### config.mk
export PLATFORM = sky130hd
export DESIGN_NAME = intel_hex_record_checker_top
export DESIGN_NICKNAME = d
export VERILOG_FILES = /design/src/hw/rtl/ihrc_pkg.sv /design/src/hw/rtl/ihrc_front.sv /design/src/hw/rtl/ihrc_fifo.sv /design/src/hw/rtl/ihrc_back.sv /design/src/hw/rtl/intel_hex_record_checker_top.sv
export SDC_FILE = /design/constraint.sdc
export NUM_CORES = 1
export LEC_CHECK = 0
export ABC_AREA = 0
export BUFFER_PORTS_ARGS = -buffer_cell sky130_fd_sc_hd__clkbuf_2
export CAP_MARGIN = 20
export CORE_ASPECT_RATIO = 1.4
export CORE_MARGIN = 2
export CORE_UTILIZATION = 30
export CTS_CLUSTER_DIAMETER = 50
export CTS_CLUSTER_SIZE = 12
export DETAILED_ROUTE_END_ITERATION = 8
export PLACE_DENSITY_LB_ADDON = 0.1
export SLEW_MARGIN = 30
export SYNTH_ARGS = -nofsm -noshare
export SYNTH_HDL_FRONTEND = slang
export SYNTH_HIERARCHICAL = 1
export SYNTH_SLANG_ARGS = --single-unit
### constraint.sdc
create_clock -name clk -period 7.96 [get_ports clk]
set_input_delay 0.398 -clock clk [delete_from_list [all_inputs] [get_ports clk]]
set_output_delay 0.398 -clock clk [all_outputs]
set_load 0.005 [all_outputs]
### src/hw/rtl/ihrc_pkg.sv
// Shared types, constants and the hex digit decoder of the HEX record checker.
// Used by every module of the block; depends on nothing.
package ihrc_pkg;

	localparam int BUFFER_BYTES_DEF = 32;
	localparam int QUEUE_DEPTH      = 2;
	localparam int LEN_W            = 10;

	localparam logic [LEN_W-1:0] MIN_LINE = LEN_W'(11);

	// Character positions (counted from the start mark) whose byte completes
	// one of the fixed header fields or the extended address.
	localparam int POS_COUNT   = 2;
	localparam int POS_ADDR_HI = 4;
	localparam int POS_ADDR_LO = 6;
	localparam int POS_KIND    = 8;
	localparam int POS_EXT_HI  = 10;
	localparam int POS_EXT_LO  = 12;

	// Store index of the first data byte.
	localparam int DATA_FIRST = 5;

	localparam logic [2:0] ST_OK       = 3'd0;
	localparam logic [2:0] ST_BUSY     = 3'd1;
	localparam logic [2:0] ST_LENGTH   = 3'd2;
	localparam logic [2:0] ST_CHECKSUM = 3'd3;
	localparam logic [2:0] ST_KIND     = 3'd4;

	localparam logic [7:0] KIND_DATA = 8'h00;
	localparam logic [7:0] KIND_EOF  = 8'h01;
	localparam logic [7:0] KIND_EXT  = 8'h04;

	// One finished line, handed from the decoder to the result sequencer.
	typedef struct packed {
		logic [2:0]  status;
		logic [7:0]  kind;
		logic [30:0] word_addr;
		logic [7:0]  count;
		logic [15:0] err_total;
		logic        has_data;
	} cmd_t;

	typedef struct packed {
		logic       ok;
		logic [3:0] value;
	} hex_t;

	function automatic hex_t hex_decode(input logic [7:0] c);
		hex_t r;
		r.ok    = 1'b1;
		r.value = 4'd0;
		if (c >= 8'h30 && c <= 8'h39) begin
			r.value = 4'(c - 8'h30);
		end else if (c >= 8'h41 && c <= 8'h46) begin
			r.value = 4'(c - 8'h37);
		end else if (c >= 8'h61 && c <= 8'h66) begin
			r.value = 4'(c - 8'h57);
		end else begin
			r.ok = 1'b0;
		end
		return r;
	endfunction

endpackage

### src/hw/rtl/ihrc_front.sv
// Character decoder: turns the characters of a line into bytes, keeps the
// running sum and header fields, and classifies the line at its end.
// Depends on ihrc_pkg.
module ihrc_front #(
	parameter int BUFFER_BYTES = ihrc_pkg::BUFFER_BYTES_DEF,
	parameter int AW = $clog2(BUFFER_BYTES)
) (
	input  logic                clk,
	input  logic                arst_n,
	input  logic                in_valid,
	output logic                in_stall,
	input  logic [7:0]          character,
	input  logic                end_of_line,
	input  logic                programmer_busy,
	output logic                wr_en,
	output logic [AW-1:0]       wr_addr,
	output logic [7:0]          wr_data,
	output logic                push,
	output ihrc_pkg::cmd_t      cmd,
	input  logic                queue_full,
	input  logic                data_done
);
	localparam int CW = $clog2(2 * BUFFER_BYTES + 1);
	localparam logic [CW-1:0] CNT_FULL = CW'(2 * BUFFER_BYTES);

	logic [CW-1:0]  cnt_q;
	logic [3:0]     hi_q;
	logic [7:0]     sum_q;
	logic           fault_q;
	logic [7:0]     cb_q, addr_hi_q, addr_lo_q, kind_q, ext_hi_q, ext_lo_q;
	logic [15:0]    ext_q;
	logic [15:0]    err_q;
	logic           lock_q;

	ihrc_pkg::hex_t hx;
	logic           accept, active, byte_done;
	logic [7:0]     byte_val;
	logic [7:0]     sum_n;
	logic           fault_n;
	logic [ihrc_pkg::LEN_W-1:0] len, need_len;
	logic [2:0]     st;
	logic           decoded;
	logic [15:0]    addr;
	logic [15:0]    err_n;

	assign in_stall = lock_q | queue_full;
	assign accept   = in_valid & ~in_stall;
	assign hx       = ihrc_pkg::hex_decode(character);
	assign active   = (cnt_q != '0) & ~fault_q;
	assign byte_val = {hi_q, hx.value};
	assign byte_done = active & (cnt_q < CNT_FULL) & hx.ok & ~cnt_q[0];

	assign wr_en   = accept & byte_done;
	assign wr_addr = cnt_q[AW:1];
	assign wr_data = byte_val;

	assign sum_n   = byte_done ? sum_q + byte_val : sum_q;
	assign fault_n = fault_q | (active & ((cnt_q >= CNT_FULL) | ~hx.ok));

	assign len      = ihrc_pkg::LEN_W'(cnt_q) + ihrc_pkg::LEN_W'(1);
	assign need_len = {1'b0, cb_q, 1'b0} + ihrc_pkg::MIN_LINE;
	assign addr     = {addr_hi_q, addr_lo_q};

	// Line verdict, in the order the checks take precedence.
	always_comb begin
		decoded = 1'b0;
		if (programmer_busy) begin
			st = ihrc_pkg::ST_BUSY;
		end else if (len < ihrc_pkg::MIN_LINE || !len[0] || fault_n) begin
			st = ihrc_pkg::ST_LENGTH;
		end else begin
			decoded = 1'b1;
			if (sum_n != 8'd0) begin
				st = ihrc_pkg::ST_CHECKSUM;
			end else if (len != need_len) begin
				st = ihrc_pkg::ST_LENGTH;
			end else if (kind_q == ihrc_pkg::KIND_EOF) begin
				st = ihrc_pkg::ST_OK;
			end else if (kind_q == ihrc_pkg::KIND_EXT) begin
				st = (cb_q != 8'd2 || addr != 16'd0) ? ihrc_pkg::ST_KIND : ihrc_pkg::ST_OK;
			end else if (kind_q == ihrc_pkg::KIND_DATA) begin
				st = ihrc_pkg::ST_OK;
			end else begin
				st = ihrc_pkg::ST_KIND;
			end
		end
	end

	assign err_n = (st != ihrc_pkg::ST_OK) ? err_q + 16'd1 : err_q;

	assign push = accept & end_of_line;
	always_comb begin
		cmd.status    = st;
		cmd.kind      = decoded ? kind_q : 8'd0;
		cmd.count     = cb_q;
		cmd.err_total = err_n;
		cmd.has_data  = decoded && st == ihrc_pkg::ST_OK &&
			kind_q == ihrc_pkg::KIND_DATA && cb_q != 8'd0;
		cmd.word_addr = cmd.has_data ? {ext_q, addr[15:1]} : 31'd0;
	end

	always_ff @(posedge clk or negedge arst_n) begin
		if (!arst_n) begin
			cnt_q   <= '0;
			hi_q    <= '0;
			sum_q   <= '0;
			fault_q <= 1'b0;
			ext_q   <= '0;
			err_q   <= '0;
			lock_q  <= 1'b0;
		end else begin
			if (data_done) begin
				lock_q <= 1'b0;
			end
			if (accept) begin
				if (end_of_line) begin
					cnt_q   <= '0;
					hi_q    <= '0;
					sum_q   <= '0;
					fault_q <= 1'b0;
					err_q   <= err_n;
					if (cmd.has_data) begin
						lock_q <= 1'b1;
					end
					if (decoded && st == ihrc_pkg::ST_OK) begin
						if (kind_q == ihrc_pkg::KIND_EOF) begin
							ext_q <= '0;
						end else if (kind_q == ihrc_pkg::KIND_EXT) begin
							ext_q <= {ext_hi_q, ext_lo_q};
						end
					end
				end else begin
					if (cnt_q < CNT_FULL) begin
						cnt_q <= cnt_q + CW'(1);
					end
					if (active && cnt_q < CNT_FULL && hx.ok && cnt_q[0]) begin
						hi_q <= hx.value;
					end
					sum_q   <= sum_n;
					fault_q <= fault_n;
				end
			end
		end
	end

	// Header fields are picked up as their bytes complete.
	always_ff @(posedge clk) begin
		if (accept && byte_done) begin
			if (cnt_q == CW'(ihrc_pkg::POS_COUNT)) cb_q <= byte_val;
			if (cnt_q == CW'(ihrc_pkg::POS_ADDR_HI)) addr_hi_q <= byte_val;
			if (cnt_q == CW'(ihrc_pkg::POS_ADDR_LO)) addr_lo_q <= byte_val;
			if (cnt_q == CW'(ihrc_pkg::POS_KIND)) kind_q <= byte_val;
			if (cnt_q == CW'(ihrc_pkg::POS_EXT_HI)) ext_hi_q <= byte_val;
			if (cnt_q == CW'(ihrc_pkg::POS_EXT_LO)) ext_lo_q <= byte_val;
		end
	end

endmodule

### src/hw/rtl/ihrc_fifo.sv
// Short command queue between the decoder and the result sequencer.
// Depends on ihrc_pkg.
module ihrc_fifo (
	input  logic           clk,
	input  logic           arst_n,
	input  logic           push,
	input  ihrc_pkg::cmd_t din,
	input  logic           pop,
	output ihrc_pkg::cmd_t dout,
	output logic           empty,
	output logic           full
);
	localparam int PW = $clog2(ihrc_pkg::QUEUE_DEPTH);
	localparam int NW = $clog2(ihrc_pkg::QUEUE_DEPTH + 1);

	ihrc_pkg::cmd_t      slot_q [ihrc_pkg::QUEUE_DEPTH];
	logic [PW-1:0]       wp_q, rp_q;
	logic [NW-1:0]       num_q;

	assign empty = (num_q == '0);
	assign full  = (num_q == NW'(ihrc_pkg::QUEUE_DEPTH));
	assign dout  = slot_q[rp_q];

	always_ff @(posedge clk) begin
		if (push) begin
			slot_q[wp_q] <= din;
		end
	end

	always_ff @(posedge clk or negedge arst_n) begin
		if (!arst_n) begin
			wp_q  <= '0;
			rp_q  <= '0;
			num_q <= '0;
		end else begin
			if (push) begin
				wp_q <= (wp_q == PW'(ihrc_pkg::QUEUE_DEPTH - 1)) ? '0 : wp_q + PW'(1);
			end
			if (pop) begin
				rp_q <= (rp_q == PW'(ihrc_pkg::QUEUE_DEPTH - 1)) ? '0 : rp_q + PW'(1);
			end
			if (push && !pop) begin
				num_q <= num_q + NW'(1);
			end else if (pop && !push) begin
				num_q <= num_q - NW'(1);
			end
		end
	end

endmodule

### src/hw/rtl/ihrc_back.sv
// Result sequencer: holds the record byte store, takes line commands from
// the queue and emits one result word per data byte or one status word.
// Depends on ihrc_pkg.
module ihrc_back #(
	parameter int BUFFER_BYTES = ihrc_pkg::BUFFER_BYTES_DEF,
	parameter int AW = $clog2(BUFFER_BYTES)
) (
	input  logic           clk,
	input  logic           arst_n,
	input  logic           wr_en,
	input  logic [AW-1:0]  wr_addr,
	input  logic [7:0]     wr_data,
	input  logic           q_empty,
	input  ihrc_pkg::cmd_t q_cmd,
	output logic           q_pop,
	output logic           data_done,
	output logic           out_valid,
	input  logic           out_stall,
	output logic [2:0]     status,
	output logic [7:0]     record_kind,
	output logic [30:0]    word_address,
	output logic [4:0]     byte_index,
	output logic [7:0]     data_byte,
	output logic           data_valid,
	output logic [15:0]    error_total,
	output logic           last_of_run
);
	typedef enum logic [3:0] {
		S_IDLE   = 4'b0001,
		S_READ   = 4'b0010,
		S_LOAD   = 4'b0100,
		S_SINGLE = 4'b1000
	} state_t;

	state_t         state_q;
	ihrc_pkg::cmd_t cmd_q;
	logic [7:0]     mem_q [BUFFER_BYTES];
	logic [7:0]     rd_q;
	logic [AW-1:0]  ptr_q;
	logic [7:0]     idx_q;
	logic           free, last, rd_en;
	logic [AW-1:0]  ptr_next;

	assign free     = ~out_valid | ~out_stall;
	assign last     = (idx_q == cmd_q.count - 8'd1);
	assign ptr_next = (ptr_q == AW'(BUFFER_BYTES - 1)) ? '0 : ptr_q + AW'(1);
	assign q_pop    = (state_q == S_IDLE) & ~q_empty;
	assign rd_en    = (state_q == S_READ) | ((state_q == S_LOAD) & free & ~last);
	assign data_done = (state_q == S_LOAD) & free & last;

	always_ff @(posedge clk) begin
		if (wr_en) begin
			mem_q[wr_addr] <= wr_data;
		end
		if (rd_en) begin
			rd_q <= mem_q[(state_q == S_READ) ? ptr_q : ptr_next];
		end
		if (q_pop) begin
			cmd_q <= q_cmd;
		end
	end

	always_ff @(posedge clk or negedge arst_n) begin
		if (!arst_n) begin
			state_q   <= S_IDLE;
			ptr_q     <= '0;
			idx_q     <= '0;
			out_valid <= 1'b0;
		end else begin
			if (out_valid && !out_stall) begin
				out_valid <= 1'b0;
			end
			unique case (state_q)
				S_IDLE: begin
					if (!q_empty) begin
						ptr_q   <= AW'(ihrc_pkg::DATA_FIRST % BUFFER_BYTES);
						idx_q   <= '0;
						state_q <= q_cmd.has_data ? S_READ : S_SINGLE;
					end
				end
				S_READ: begin
					state_q <= S_LOAD;
				end
				S_LOAD: begin
					if (free) begin
						out_valid <= 1'b1;
						if (last) begin
							state_q <= S_IDLE;
						end else begin
							ptr_q <= ptr_next;
							idx_q <= idx_q + 8'd1;
						end
					end
				end
				S_SINGLE: begin
					if (free) begin
						out_valid <= 1'b1;
						state_q   <= S_IDLE;
					end
				end
				default: begin
					state_q <= S_IDLE;
				end
			endcase
		end
	end

	// Result payload; only loaded when a word goes into the output register.
	always_ff @(posedge clk) begin
		if (state_q == S_LOAD && free) begin
			status       <= ihrc_pkg::ST_OK;
			record_kind  <= cmd_q.kind;
			word_address <= cmd_q.word_addr;
			byte_index   <= idx_q[4:0];
			data_byte    <= rd_q;
			data_valid   <= 1'b1;
			error_total  <= cmd_q.err_total;
			last_of_run  <= last;
		end else if (state_q == S_SINGLE && free) begin
			status       <= cmd_q.status;
			record_kind  <= cmd_q.kind;
			word_address <= '0;
			byte_index   <= '0;
			data_byte    <= '0;
			data_valid   <= 1'b0;
			error_total  <= cmd_q.err_total;
			last_of_run  <= 1'b1;
		end
	end

endmodule

### src/hw/rtl/intel_hex_record_checker_top.sv
// Top level of the HEX record checker: decoder, command queue and result
// sequencer. Depends on ihrc_pkg, ihrc_front, ihrc_fifo and ihrc_back.
//
// Usage. The input channel carries one character word per accepted cycle
// (in_valid high, in_stall low), with end_of_line on the last character of
// a record line and programmer_busy sampled on that same word. The first
// character of a line is skipped as the start mark.
// The decoder takes one character per cycle while in_stall is low. At the
// end of a line it queues one command; the sequencer then gives either a
// single status word or one word per data byte of an accepted data record,
// on the output channel (out_valid and out_stall). The last word of a line
// has last_of_run set. A status word is loaded from the queued command; for
// data words the byte store is read first, and they then follow at one per
// cycle while out_stall is low. The output register holds a word until it
// is taken, so a stalled receiver backs up into the two-entry queue.
// Because the byte store is shared, in_stall stays high from the end of a
// data record until its last data byte has gone into the output register;
// it is also high while the queue is full. A status-only line blocks the
// next line only by filling the queue. Reset clears the line state, the
// extended address and the error counter; the byte store needs no clearing.
module intel_hex_record_checker_top #(
	parameter int BUFFER_BYTES = ihrc_pkg::BUFFER_BYTES_DEF
) (
	input  logic        clk,
	input  logic        arst_n,
	input  logic        in_valid,
	output logic        in_stall,
	input  logic [7:0]  character,
	input  logic        end_of_line,
	input  logic        programmer_busy,
	output logic        out_valid,
	input  logic        out_stall,
	output logic [2:0]  status,
	output logic [7:0]  record_kind,
	output logic [30:0] word_address,
	output logic [4:0]  byte_index,
	output logic [7:0]  data_byte,
	output logic        data_valid,
	output logic [15:0] error_total,
	output logic        last_of_run
);
	localparam int AW = $clog2(BUFFER_BYTES);

	logic           wr_en;
	logic [AW-1:0]  wr_addr;
	logic [7:0]     wr_data;
	logic           push, pop, q_empty, q_full, data_done;
	ihrc_pkg::cmd_t cmd_in, cmd_out;

	ihrc_front #(
		.BUFFER_BYTES(BUFFER_BYTES),
		.AW(AW)
	) u_front (
		.clk(clk),
		.arst_n(arst_n),
		.in_valid(in_valid),
		.in_stall(in_stall),
		.character(character),
		.end_of_line(end_of_line),
		.programmer_busy(programmer_busy),
		.wr_en(wr_en),
		.wr_addr(wr_addr),
		.wr_data(wr_data),
		.push(push),
		.cmd(cmd_in),
		.queue_full(q_full),
		.data_done(data_done)
	);

	// Commands wait here so the decoder can start the next line while a
	// status word is still held by a stalled receiver.
	ihrc_fifo u_fifo (
		.clk(clk),
		.arst_n(arst_n),
		.push(push),
		.din(cmd_in),
		.pop(pop),
		.dout(cmd_out),
		.empty(q_empty),
		.full(q_full)
	);

	ihrc_back #(
		.BUFFER_BYTES(BUFFER_BYTES),
		.AW(AW)
	) u_back (
		.clk(clk),
		.arst_n(arst_n),
		.wr_en(wr_en),
		.wr_addr(wr_addr),
		.wr_data(wr_data),
		.q_empty(q_empty),
		.q_cmd(cmd_out),
		.q_pop(pop),
		.data_done(data_done),
		.out_valid(out_valid),
		.out_stall(out_stall),
		.status(status),
		.record_kind(record_kind),
		.word_address(word_address),
		.byte_index(byte_index),
		.data_byte(data_byte),
		.data_valid(data_valid),
		.error_total(error_total),
		.last_of_run(last_of_run)
	);

endmodule

==> results of run 1 <==
[cells by family after synthesis]
logic type      Yosys count  share of synthesized area
simple gates            581                      0.111
buf+inv                 156                     0.0274
mux                     115                     0.0527
flops                   660                      0.686
fa+ha+maj                24                     0.0108
xor+xnor                 63                     0.0200
compound gates          358                     0.0924
[power groups by stage]
stage	clock, mW	combinational, mW	sequential, mW
floorplan	0	1.41	4.54
global placement	0	2.11	4.61
detailed placement	0	2.12	4.63
CTS	3.52	2.13	4.56
global route	3.66	2.26	4.59
finish	3.39	2.07	4.54
[metrics by stage]
stage / total power, mW / worst slack [ps] / cells
after floorplan: 5.95 / 2680 / 1957
after global placement: 6.72 / 2350 / 3176
after detailed placement: 6.75 / 2670 / 3179
after CTS: 10.2 / 3170 / 3311
after global routing: 10.5 / 2830 / 3313
final: 10.0 / 3220 / 3313
[final timing paths]
check | startpoint | to | slack, ps | cells past startpoint
max | u_back/ptr_q[0]$_DFFE_PN0P_ | u_back/rd_q[5]$_DFFE_PP_ | 3220 | 12
min | programmer_busy | u_fifo/slot_q[0][66]$_DFFE_PP_ | 170 | 2
max reg2reg | u_back/ptr_q[0]$_DFFE_PN0P_ | u_back/rd_q[5]$_DFFE_PP_ | 3220 | 12
min reg2reg | u_back/cmd_q[8]$_DFFE_PP_ | u_back/error_total[7]$_DFFE_PP_ | 420 | 0
max in group asynchronous | arst_n | u_fifo/rp_q$_DFFE_PN0P_ | 6540 | 3
min in group asynchronous | arst_n | u_front/sum_q[1]$_DFFE_PN0P_ | 310 | 2
[final cells by class]
| class | count | area [µm²] |
|---|---|---|
| well taps | 1215 | 1520 |
| multi-input cells | 1141 | 8200 |
| flip-flops and latches | 660 | 19400 |
| inverters | 36 | 136 |
| diodes | 1 | 2.50 |
| clock buffers | 102 | 2020 |
| clock inverters | 29 | 367 |
| fillers | 8998 | 61200 |
| repair buffers | 129 | 801 |
[registers in the layout, summed over array words and instances, names as in the netlist, 5 cells and up]
| name | count |
|---|---|
| u_fifo/slot_q | 134 |
| u_back/mem_q | 256 |
| u_front/sum_q | 8 |
| u_front/kind_q | 8 |
| u_front/ext_lo_q | 8 |
| u_back/record_kind | 8 |
| u_back/byte_index | 5 |
| u_front/addr_hi_q | 8 |
| u_back/idx_q | 8 |
| u_front/ext_q | 16 |
| u_front/cnt_q | 7 |
| u_back/ptr_q | 5 |
| u_back/word_address | 31 |
| u_front/cb_q | 8 |
| u_back/rd_q | 8 |
| u_front/ext_hi_q | 8 |
| u_back/data_byte | 8 |
| u_front/err_q | 16 |
| u_back/cmd_q | 66 |
| u_front/addr_lo_q | 8 |
| u_back/error_total | 16 |
[per-layer routing]
| layer | part of all wire | vias up | GRT usage |
|---|---|---|---|
| li1 | - | 7758 | - |
| met1 | 0.39 | 8526 | 0.172 |
| met2 | 0.55 | 371 | 0.288 |
| met3 | 0.039 | 111 | 0.0231 |
| met4 | 0.027 | 0 | 0.0513 |
| met5 | 0 | - | 0 |
[critical path, delay by kind of cell, from the launching register on]
kind / cells / cell delay [ps]
fa+ha+maj: 2 / 430
flops: 1 / 540
simple gates: 4 / 920
mux: 2 / 710
compound gates: 2 / 690
buf+inv: 2 / 1070
[synthesized netlist by cell type (all sizes together), types with 10 or more instances]
cell type	number
a22oi	23
o21ai	76
nand3	45
buf	49
or3	12
o32ai	10
edfxtp	581
a22o	14
nand4	11
nor3b	37
and2	51
nand2	171
o211ai	14
nor3	27
clkbuf	71
nor2	87
and4	12
o22ai	12
dfrtp	74
a211oi	17
o2111ai	11
mux2	72
inv	36
a311oi	34
a21oi	56
and3	60
mux4	14
xnor2	25
a31oi	10
nor4	22
xor2	37
mux2i	29
ha	22
a32oi	21
[what timing repair did]
item | in CTS | in global routing
endpoints found under the setup margin | 0 | 0
endpoints found under the hold margin | 31 | 0
hold buffers | 1 | 0
==> flow_summary.ini, run 1 <==
[global_route]
grt_use_total = 0.152
grt_pass1_vias = 17200
gr-total-overflow = 0
grt_pass1_wl_um = 112000
grt_start_max_net_pins = 76
antenna_found_initial = 2

[placement]
postPlaceCellArea_mm2 = 0.0300
dpl.hpwl_um = 46900
gp_congestion = 0.821
port_buffers = 88

[detailed_routing]
drt_wl_total_um = 73900
drt-initial-drc-count = 1155
ant_nets = 0
via_per_inst = 5.06
vias = 16800
drc = 0
firstDrtPassIters = 5
wl_per_cell_um = 22.3

[logic_synthesis]
syn_inst = 1957
syn_avg_cell_area_um2 = 14.5
synth.area.top_cells = edfxtp_1 (62%), dfrtp_1 (6.5%), nand2_1 (2.3%)
netlist.area_leader.share = 0.617
yosysWarnings = 6
yosysSeqAreaShare = 0.686
synth-edff-count = 581
synth.net_count = 1994
syn_area_mm2 = 0.0283
yosysUniqueCellTypes = 95
synthArstFlopShare = 0.114
ys_ff_latch = 660
synth_flop_cell = edfxtp_1
yosysTopAreaCell = edfxtp_1

[finish]
drive_gt1_frac = 0.180
final_cell_mix = edfxtp_1 (581), nand2_1 (168), clkbuf_2 (87)
design_area_mm2 = 0.0325
nets = 2079
area_growth_pct = 14.7
final_util = 0.346
layout_commonest_cell = edfxtp_1

[die]
coreArea_mm2 = 0.0937
dieArea_mm2 = 0.0968
die_x_um = 264
ioPinCount = 89
initial_core_util = 0.302
fp.dieH_um = 367
row_count = 133

[cts]
cts_tree = yes
htree_num_levels = 3
numClockSinks = 660
clockRootBuffer = clkbuf_16
cts.clk_slew.worst_paths_ps = 60
postCtsSetupBuffers = 0
numCtsBuffers = 74
clk_latency_ps = 620
cts_buffer_depth = 3
cts.repair.resized = 0

[timing]
rsz0062_at_grt = false
fmax_mhz = 211
whs_ps = 171
tns_ps = 0
fin_skew_ps = 24.8
fin_crit_sh = 0.595
hold_violations = 0
worst_pin_slew_ps = 1040
setup_viol = 0
period_needed_ps = 4740
slew_headroom = 0.304
drv_slew = 0

[critical_path]
arrival_ps = 5040
worstPathMaxFanout = 43
cpMaxStageDelayCell = buf_4
cpPeakStageDelay_ps = 560
required_ps = 8260
path_class = flop to flop
crit_path_cell_trace = ha_1, and3_1, ha_1, buf_4, nor2_1, mux2i_4, buf_4, mux2i_1, a22oi_1, and4_1, a21oi_1, nand3_1
start_kind = flop
end_kind = flop

[run]
cap_viol_max_count = 0

[power]
pwr_density_cell_mw_per_mm2 = 308
p_leak_nw = 11.4
power_switching_mw = 2.99
netSwitchingFraction = 0.298
combinationalPowerShare = 0.207
clkPwrFrac = 0.339
power_frac_seq = 0.454
p_int_mw = 7.02
vdd_drop_max_mv = 0.139

[min_path]
hold_path.class = input pin to flop

[run_status]
outcome = finished, final reports clean
(Power assumes the default switching activity.)
==> inputs of run 2 (changes only) <==
Settings changed: ABC_AREA 0 to 1.
Clock period 7.96 ns to 4.25 ns, I/O delays scaled along.
==> run 2 against run 1 <==
Compared with the run above: cell count rose by 23%; combinational power rose to 3.0 times the previous value; wire length fell by 2.7%; power rose by 110%; die area rose by 1.8%; register-to-register slack got worse by 2400 ps; first-iteration DRC count rose by 0.52%; synthesized cell count rose by 34%; setup slack got worse by 2400 ps; sequential power rose by 88%; non-clock buffer count rose by 49; final area rose by 2.9%; critical path type unchanged.
==> flow_summary.ini, run 2 <==
[finish]
design_area_mm2 = 0.0334
nets = 2831
area_growth_pct = 15.8
antenna_cells = 0
layout_commonest_cell = edfxtp_1
regMostFlops = u_back/mem_q
final_cell_mix = edfxtp_1 (581), nand2_1 (540), inv_1 (479)
drive_gt1_frac = 0.147
reg_top3 = u_back/mem_q x256, u_fifo/slot_q x134, u_back/cmd_q x66
largest_reg_flops = 256

[logic_synthesis]
yosysWarnings = 6
yosysSeqAreaShare = 0.673
syn_avg_cell_area_um2 = 11.0
synth.most_common_cell = edfxtp_1
synth-edff-count = 581
synth_flop_cell = edfxtp_1
syn_inst = 2629
ys_ff_latch = 660
syn_area_mm2 = 0.0288
yosysUniqueCellTypes = 48
ys_top_cells_by_count = edfxtp_1 (581), nand2_1 (543), inv_1 (480)
synth.area.top_cells = edfxtp_1 (61%), nand2_1 (7.1%), dfrtp_1 (6.4%)
synthArstFlopShare = 0.114
netlist.area_leader.share = 0.605
yosysTopAreaCell = edfxtp_1
synth.net_count = 2666

[critical_path]
crit_path_cell_trace = inv_1, ha_1, inv_1, nor2_1, nand2_2, nand3_4, inv_4, nand3_4, nor2_1, nand3_1, buf_4, nor2_1, buf_4
end_kind = flop
critPathBufInv = 5
critPathTopFamily = simple AND/OR/NAND/NOR gates
cpMaxStageDelayCell = dfrtp_1
start_kind = flop
required_ps = 4570
worstPathMaxFanout = 15
arrival_ps = 3770
cpPeakStageDelay_ps = 590
cp_common_cell = nor2_1
path_class = flop to flop

[die]
fp.dieH_um = 371
dieArea_mm2 = 0.0986
coreArea_mm2 = 0.0952
die_x_um = 266
row_count = 134
initial_core_util = 0.303
ioPinCount = 89

[global_route]
grt_use_total = 0.148
grt_pass1_vias = 19000
antenna_found_initial = 0
gr-total-overflow = 0
grt_pass1_wl_um = 112000
grt_start_max_net_pins = 61

[cts]
cts_buffer_depth = 3
cts_tree = yes
clk_latency_ps = 630
clockRootBuffer = clkbuf_16
numClockSinks = 660
numCtsBuffers = 76
htree_num_levels = 3
cts.clk_slew.worst_paths_ps = 60

[timing]
drv_slew = 0
rsz0062_at_grt = false
hold_violations = 0
fin_crit_sh = 0.812
period_needed_ps = 3450
setup_viol = 0
worst_pin_slew_ps = 906
tns_ps = 0
fmax_mhz = 290
fin_skew_ps = 30.6
slew_headroom = 0.395

[placement]
gp_congestion = 0.827
port_buffers = 88
dpl.hpwl_um = 46400
postPlaceCellArea_mm2 = 0.0311

[detailed_routing]
drc = 0
vias = 18400
drt-initial-drc-count = 1161
ant_nets = 0
drt_wl_total_um = 72000
via_per_inst = 4.52
firstDrtPassIters = 5
wl_per_cell_um = 17.7

[power]
vdd_drop_max_mv = 0.356
pwr_density_cell_mw_per_mm2 = 628
finalPower_mw = 21.0
p_leak_nw = 13.9

[run_status]
outcome = finished, final reports clean

[min_path]
hold_path.class = input pin to async pin

[run]
cap_viol_max_count = 0
==> run 2: cell types whose count changed in the layout (fill, tap and decap cells not counted), sizes merged, moves of 48 or more <==
cell	previous run	this run
and2	51	3
and3	60	0
nand2	171	565
nor2	87	199
nand3	45	369
inv	42	496
==> run 2: metrics by stage <==
| step | hold slack (ps) | setup WS [ps] | cells | util |
|---|---|---|---|---|
| 5_1_grt | 156 | 509 | 4070 | 0.351 |
| 6_report | 143 | 798 | 4070 | 0.351 |
| 3_3_place_gp | 289 | 409 | 3937 | 0.326 |
| 4_1_cts | 91.9 | 825 | 4070 | 0.351 |
| 2_1_floorplan | -83.1 | 72.9 | 2629 | - |
| 3_5_place_dp | 275 | 413 | 3937 | 0.326 |
==> run 2: worst paths after layout <==
check | startpoint | to | slack [ps] | depth (start not counted)
worst max-delay path | u_front/cnt_q[0]$_DFFE_PN0P_ | u_back/mem_q[23][5]$_DFFE_PP_ | 800 | 13
worst max register to register | u_front/cnt_q[0]$_DFFE_PN0P_ | u_back/mem_q[23][5]$_DFFE_PP_ | 800 | 13
min in group clk | programmer_busy | u_fifo/slot_q[0][65]$_DFFE_PP_ | 150 | 4
worst min-delay path | arst_n | u_front/ext_q[9]$_DFFE_PN0P_ | 140 | 2
max in group asynchronous | arst_n | u_back/state_q[0]$_DFFE_PN1P_ | 3070 | 3
worst min register to register | u_back/cmd_q[3]$_DFFE_PP_ | u_back/error_total[2]$_DFFE_PP_ | 420 | 0
==> run 2: kinds of logic (layout without fill, tap and decap cells) <==
family / after synthesis / in the layout / synth area share
AOI/OAI and AO/OA: 83 / 83 / 0.0186
buffers and inverters: 576 / 793 / 0.0809
adders and majority gates: 23 / 23 / 0.0102
muxes: 67 / 67 / 0.0288
DFF: 660 / 660 / 0.673
and+or+nand+nor: 1200 / 1200 / 0.182
xor gates and xnor gates: 20 / 20 / 0.00608
==> run 2: repair_timing <==
action / in CTS / in global routing
gates resized for setup: 0 / 0
endpoints found under the hold margin: 45 / 0
buffers inserted: 0 / 0
hold buffers: 3 / 0
==> run 2: report_power, final <==
part	switching, mW	internal [mW]	leakage (nW)
combinational	4.33	1.98	6.05
clock	2.67	3.45	1.10
sequential	0.385	8.17	6.70
==> run 2: final cells by class <==
type | count | area (µm²)
timing repair buffer | 178 | 1200
clock inverter | 31 | 275
clock buffer | 99 | 2020
sequential | 660 | 19400
inverter | 485 | 1820
multi-input combinational | 1393 | 7130
fill | 9478 | 61800
tap | 1224 | 1530
==> run 2: metal layers <==
metal	share of wire	vias to the layer above	global-route usage
met5	0	-	0
met4	0.025	0	0.0499
li1	-	8985	-
met2	0.52	374	0.274
met3	0.037	107	0.0218
met1	0.42	8935	0.175
